<file path="src/hw/rtl/cds_pkg.sv">
// ----------------------------------------------------------------------------
// cds_pkg
// Shared types, constants and saturating helpers for the carrier drift step.
// ----------------------------------------------------------------------------
package cds_pkg;

  localparam int POSITIONS = 512;
  localparam int FRAC_BITS = 48;
  localparam int CNT_W     = $clog2(POSITIONS + 1);
  localparam int IDX_W     = 9;

  localparam logic [63:0] S64_MAX = 64'h7FFF_FFFF_FFFF_FFFF;
  localparam logic [63:0] S64_MIN = 64'h8000_0000_0000_0000;

  localparam logic [2:0] REG_TS    = 3'd0;
  localparam logic [2:0] REG_DX    = 3'd1;
  localparam logic [2:0] REG_DONOR = 3'd2;
  localparam logic [2:0] REG_ACC   = 3'd3;
  localparam logic [2:0] REG_JUNC  = 3'd4;

  // multiplier operation select
  typedef enum logic [1:0] {
    MUL_Q48 = 2'd0,
    MUL_INT = 2'd1
  } mul_mode_t;

  typedef struct packed {
    logic        start;
    mul_mode_t   mode;
    logic [63:0] a;
    logic [63:0] b;
  } mul_req_t;

  typedef struct packed {
    logic        done;
    logic [63:0] y;
  } mul_rsp_t;

  function automatic logic [63:0] sat_add(input logic [63:0] a, input logic [63:0] b);
    logic [64:0] s;
    s = {a[63], a} + {b[63], b};
    if (s[64] != s[63]) sat_add = s[64] ? S64_MIN : S64_MAX;
    else sat_add = s[63:0];
  endfunction

  function automatic logic [63:0] sat_sub(input logic [63:0] a, input logic [63:0] b);
    logic [64:0] s;
    s = {a[63], a} - {b[63], b};
    if (s[64] != s[63]) sat_sub = s[64] ? S64_MIN : S64_MAX;
    else sat_sub = s[63:0];
  endfunction

  // floor((a-b)/2) exactly
  function automatic logic [63:0] half_diff(input logic [63:0] a, input logic [63:0] b);
    logic [64:0] s;
    s = {a[63], a} - {b[63], b};
    half_diff = s[64:1];
  endfunction

  function automatic logic [63:0] half_sum(input logic [63:0] a, input logic [63:0] b);
    logic [64:0] s;
    s = {a[63], a} + {b[63], b};
    half_sum = s[64:1];
  endfunction

endpackage

</file>
<file path="src/hw/rtl/cds_mul.sv">
// ----------------------------------------------------------------------------
// cds_mul
// Shared signed 64x64 multiplier, one 32x32 partial product per cycle,
// Q16.48 rounding or integer mode, saturated to 64 bits.
// ----------------------------------------------------------------------------
module cds_mul (
  input  logic              clk,
  input  logic              rst_n,
  input  cds_pkg::mul_req_t req,
  output cds_pkg::mul_rsp_t rsp
);
  import cds_pkg::*;

  typedef enum logic [2:0] {S_IDLE, S_P0, S_P1, S_P2, S_P3, S_FIN} st_t;

  st_t          st_r;
  logic [63:0]  ma_r, mb_r;
  logic         neg_r;
  mul_mode_t    mode_r;
  logic [127:0] acc_r;
  logic [63:0]  pp_r;
  logic [1:0]   sel_r;
  logic         pv_r;
  logic [63:0]  y_r;
  logic         done_r;

  logic [31:0]  opa, opb;
  logic [63:0]  pp;
  logic [127:0] pp_sh, acc_fin, rnd;
  logic [63:0]  limit;
  logic [63:0]  mag;
  logic [63:0]  y_nxt;

  always_comb begin
    opa = sel_r[0] ? ma_r[63:32] : ma_r[31:0];
    opb = sel_r[1] ? mb_r[63:32] : mb_r[31:0];
    pp  = opa * opb;
  end

  logic [1:0] psel_r;
  always_comb begin
    pp_sh   = {64'd0, pp_r} << (7'd32 * (7'(psel_r[0]) + 7'(psel_r[1])));
    acc_fin = acc_r + (pv_r ? pp_sh : 128'd0);
    rnd     = (mode_r == MUL_Q48) ? ((acc_fin + (128'd1 << (FRAC_BITS - 1))) >> FRAC_BITS)
                                  : acc_fin;
    limit   = neg_r ? S64_MIN : S64_MAX;
    mag     = rnd[63:0];
    if (rnd[127:64] != 64'd0 || rnd[63:0] > limit) y_nxt = neg_r ? S64_MIN : S64_MAX;
    else y_nxt = neg_r ? (64'd0 - mag) : mag;
  end

  always_ff @(posedge clk) begin
    if (!rst_n) begin
      st_r   <= S_IDLE;
      done_r <= 1'b0;
      pv_r   <= 1'b0;
    end else begin
      case (st_r)
        S_IDLE: begin
          done_r <= 1'b0;
          if (req.start) begin
            ma_r   <= req.a[63] ? 64'd0 - req.a : req.a;
            mb_r   <= req.b[63] ? 64'd0 - req.b : req.b;
            neg_r  <= req.a[63] ^ req.b[63];
            mode_r <= req.mode;
            acc_r  <= 128'd0;
            sel_r  <= 2'd0;
            pv_r   <= 1'b0;
            st_r   <= S_P0;
          end
        end
        S_P0, S_P1, S_P2, S_P3: begin
          acc_r  <= acc_fin;
          pp_r   <= pp;
          psel_r <= sel_r;
          pv_r   <= 1'b1;
          sel_r  <= sel_r + 2'd1;
          case (st_r)
            S_P0:    st_r <= S_P1;
            S_P1:    st_r <= S_P2;
            S_P2:    st_r <= S_P3;
            default: st_r <= S_FIN;
          endcase
        end
        S_FIN: begin
          y_r    <= y_nxt;
          done_r <= 1'b1;
          pv_r   <= 1'b0;
          st_r   <= S_IDLE;
        end
        default: st_r <= S_IDLE;
      endcase
    end
  end

  assign rsp.done = done_r;
  assign rsp.y    = y_r;

  a_done_after_fin: assert property (@(posedge clk) disable iff (!rst_n)
    st_r == S_FIN |=> done_r) else $error("multiplier result missing");
  a_done_pulse: assert property (@(posedge clk) disable iff (!rst_n)
    done_r |=> !done_r) else $error("multiplier done held");
  a_start_idle: assert property (@(posedge clk) disable iff (!rst_n)
    done_r |-> st_r == S_IDLE) else $error("multiplier busy at done");

endmodule

</file>
<file path="config.mk">
export PLATFORM = sky130hd
export DESIGN_NAME = cds_mul
export DESIGN_NICKNAME = d
export VERILOG_FILES = /design/src/hw/rtl/cds_pkg.sv /design/src/hw/rtl/cds_mul.sv
export SDC_FILE = /design/constraint.sdc
export NUM_CORES = 2
export LEC_CHECK = 0
export ABC_AREA = 0
export BUFFER_PORTS_ARGS = -buffer_cell sky130_fd_sc_hd__buf_4
export CAP_MARGIN = 20
export CORE_MARGIN = 1.5
export CORE_UTILIZATION = 40
export DETAILED_ROUTE_END_ITERATION = 8
export PLACE_DENSITY = 0.64
export SETUP_SLACK_MARGIN = 0.1
export SYNTH_ARGS = -nofsm -noshare
export SYNTH_HDL_FRONTEND = slang
export SYNTH_SLANG_ARGS = --single-unit
</file>
<file path="constraint.sdc">
create_clock -name clk -period 14.15 [get_ports clk]
set_input_delay 0.7075 -clock clk [delete_from_list [all_inputs] [get_ports clk]]
set_output_delay 0.7075 -clock clk [all_outputs]
set_load 0.01 [all_outputs]
</file>
==> impl_metrics.json <==
{
  "placed_cell_area_um2": 69900,
  "cts_resized": 0,
  "crit_family": "simple AND/OR/NAND/NOR gates",
  "cap_violations": 0,
  "synthArstFlopShare_pct": 0,
  "setup_viol": 0,
  "cts_buffer_depth": 3,
  "hold_path_startpoint": "req[129]",
  "wire_per_inst_um": 27.3,
  "cp_max_fo": 101,
  "max_freq_ghz": 0.0809,
  "grt_max_degree": 125,
  "tightest_slew_ps": 1230,
  "grt_pass1_vias": 58000,
  "dp_hpwl_um": 217000,
  "clk_pin_slew_ps": 60,
  "critPathArrivalTime_ps": 12830,
  "totalWireLength_um": 266000,
  "crit_path_frequent_cell": "o21ai_0",
  "rsz0062_at_grt": "false",
  "syn_inst": 7511,
  "clk_latency_ps": 710,
  "die_w_um": 409,
  "ios": 198,
  "fin_nets": 9023,
  "setup.worst_path.start_class": "flop",
  "crit_path_max_incr_delay_ps": 920,
  "synth_edf_count": 391,
  "cts_max_level": 2,
  "syn2layout_area_growth_pct": 8.67,
  "critPathCaptureType": "flop",
  "synthDistinctLibCells": 107,
  "required_ps": 14610,
  "firstDrtPassIters": 6,
  "fp.dieH_um": 409,
  "ys_seq_area_share_pct": 17.9,
  "ys.warnings.count": 0,
  "cts_hold_buffers": 0,
  "crit_start": "psel_r[0]$_DFFE_PP_",
  "r2r-start": "psel_r[0]$_DFFE_PP_",
  "drtIter0Drc": 6182,
  "core_um2": 163000,
  "track_usage_pct": 31.3,
  "critPathBufInv": 6,
  "port_buffers": 197,
  "grt_pass1_wl_um": 387000,
  "vias_per_cell": 5.98,
  "finalMaxSlewViolations": 0,
  "floorplan.initialDensity_pct": 40.4,
  "die_area_um2": 167000,
  "post-route-drc-count": 0,
  "ant_nets": 0,
  "synth_area_um2": 66000,
  "cts_buffers": 52,
  "vias": 58400,
  "cpMaxStageDelayCell": "a2111oi_1",
  "cts_tree": "yes",
  "synth_seq_cells": 396,
  "slew_headroom_pct": 15.7,
  "final_area_um2": 71700,
  "fin_crit_ps": 12370,
  "hold_violations": 0,
  "antenna_found_initial": 13,
  "min_period_over_period_pct": 87.4,
  "cts_setup_buffers": 0,
  "syn_area_per_cell_um2": 8.79,
  "crit_type": "reg2reg",
  "place_congestion": 1.09,
  "globalRouteOverflowTotal": 0,
  "root_buffer": "clkbuf_16",
  "skew_ps": 81.9,
  "tns_ps": 0,
  "status": "complete, no violations",
  "ys.flop_type": "edfxtp_1",
  "row_count": 148,
  "hold_path_class": "in2reg",
  "cts_sinks": 396,
  "synth_fp_nets": 9000,
  "drive_above_1_share_pct": 8.31
}
==> cells in the final DEF (no fill, tap or decap), drive strengths merged, types with 36 or more instances in the layout <==
master	n
a21o	129
a21oi	294
a31oi	55
and2	109
and3	45
buf	342
clkbuf	56
edfxtp	391
fa	897
ha	459
inv	1010
mux2	70
mux2i	121
nand2	1085
nand2b	58
nand3	106
nand4	121
nor2	695
nor2b	45
nor3	132
nor4	73
o21ai	226
o21bai	44
o22ai	59
o31ai	63
or2	36
or3	57
or4	50
xnor2	243
xor2	71
==> area by class of cell <==
| class | instances | area, µm² |
|---|---|---|
| tap | 2175 | 2720 |
| timing repair buffer | 343 | 2590 |
| sequential | 396 | 11800 |
| multi-input combinational | 5736 | 49000 |
| antenna | 11 | 27.5 |
| inverter | 1005 | 3770 |
| clock buffer | 56 | 1340 |
| clock inverter | 42 | 423 |
| fill | 16000 | 91600 |
==> metrics by stage <==
stage / hold WS, ps / cells / setup WS (ps) / util (%)
6_report: 182 / 9764 / 1780 / 43.9
5_1_grt: 165 / 9753 / 1180 / 43.9
2_1_floorplan: 424 / 7511 / 3710 / -
4_1_cts: 145 / 9750 / 1900 / 43.9
3_3_place_gp: 479 / 9649 / 1660 / 42.8
3_5_place_dp: 498 / 9652 / 1920 / 42.8
==> cell families after synthesis <==
group,count (synthesis),share of synthesized area (%)
flip-flops,396,17.9
AND/OR/NAND/NOR,2686,18.9
adder cells (fa/ha/maj),1356,35.9
XOR/XNOR,314,4.18
multiplexers,191,3.03
buffers and inverters,1379,8.03
AO/OA/AOI/OAI,1189,12.0
==> sequential cells by signal, indices dropped and copies added, names as in the netlist <==
signal / flops
acc_r: 128
done_r: 1
ma_r: 64
mb_r: 64
mode_r: 2
neg_r: 1
pp_r: 64
psel_r: 2
pv_r: 1
sel_r: 2
st_r: 3
y_r: 64
==> Yosys cell counts, drive strengths merged, types with 28 or more instances <==
cell type	count	area [µm²]
nand2	1085	4080
inv	1005	3770
fa	897	18000
nor2	695	2630
ha	459	5740
edfxtp	391	11700
clkbuf	300	1130
a21oi	294	1480
xnor2	243	2140
o21ai	226	1130
nor3	132	697
a21o	129	968
mux2i	121	1210
nand4	121	772
and2	109	684
nand3	106	541
buf	74	400
nor4	73	533
xor2	71	622
mux2	70	788
o31ai	63	473
o22ai	59	369
nand2b	58	363
or3	57	362
a31oi	55	374
or4	50	390
and3	45	282
nor2b	45	282
o21bai	44	330
or2	36	225
o21a	35	263
a211oi	31	238
a22o	30	263
o211ai	28	215
==> per-layer routing <==
layer | vias to the layer above | wire [µm] | GRT usage [%] | part of all wire (%)
met3 | 761 | 26300 | 7.33 | 9.9
li1 | 25200 | - | - | -
met5 | - | 116 | 0.316 | 0.044
met1 | 29200 | 105000 | 40.4 | 40
met2 | 3158 | 117000 | 48.5 | 44
met4 | 8 | 17500 | 16.6 | 6.5
==> path summary, 6_finish.rpt <==
check,to,slack [ps],cells past startpoint
setup / recovery,y_r[51]$_DFFE_PP_,1780,41
hold reg to reg,done_r$_SDFFE_PN0P_,510,2
hold / removal,mode_r[1]$_DFFE_PP_,180,1
setup reg to reg,y_r[51]$_DFFE_PP_,1780,41
==> worst reg2reg max path: cells and delay by family, from the launching register on <==
kind / cells / cell delay (ps)
xor+xnor: 1 / 290
fa+ha+maj: 4 / 1150
compound gates: 13 / 2950
simple gates: 17 / 6070
flops: 1 / 340
buf+inv: 6 / 1340
Power is not shown: default switching activity piles up to over one toggle a cycle in this logic, so the estimate is an artifact.
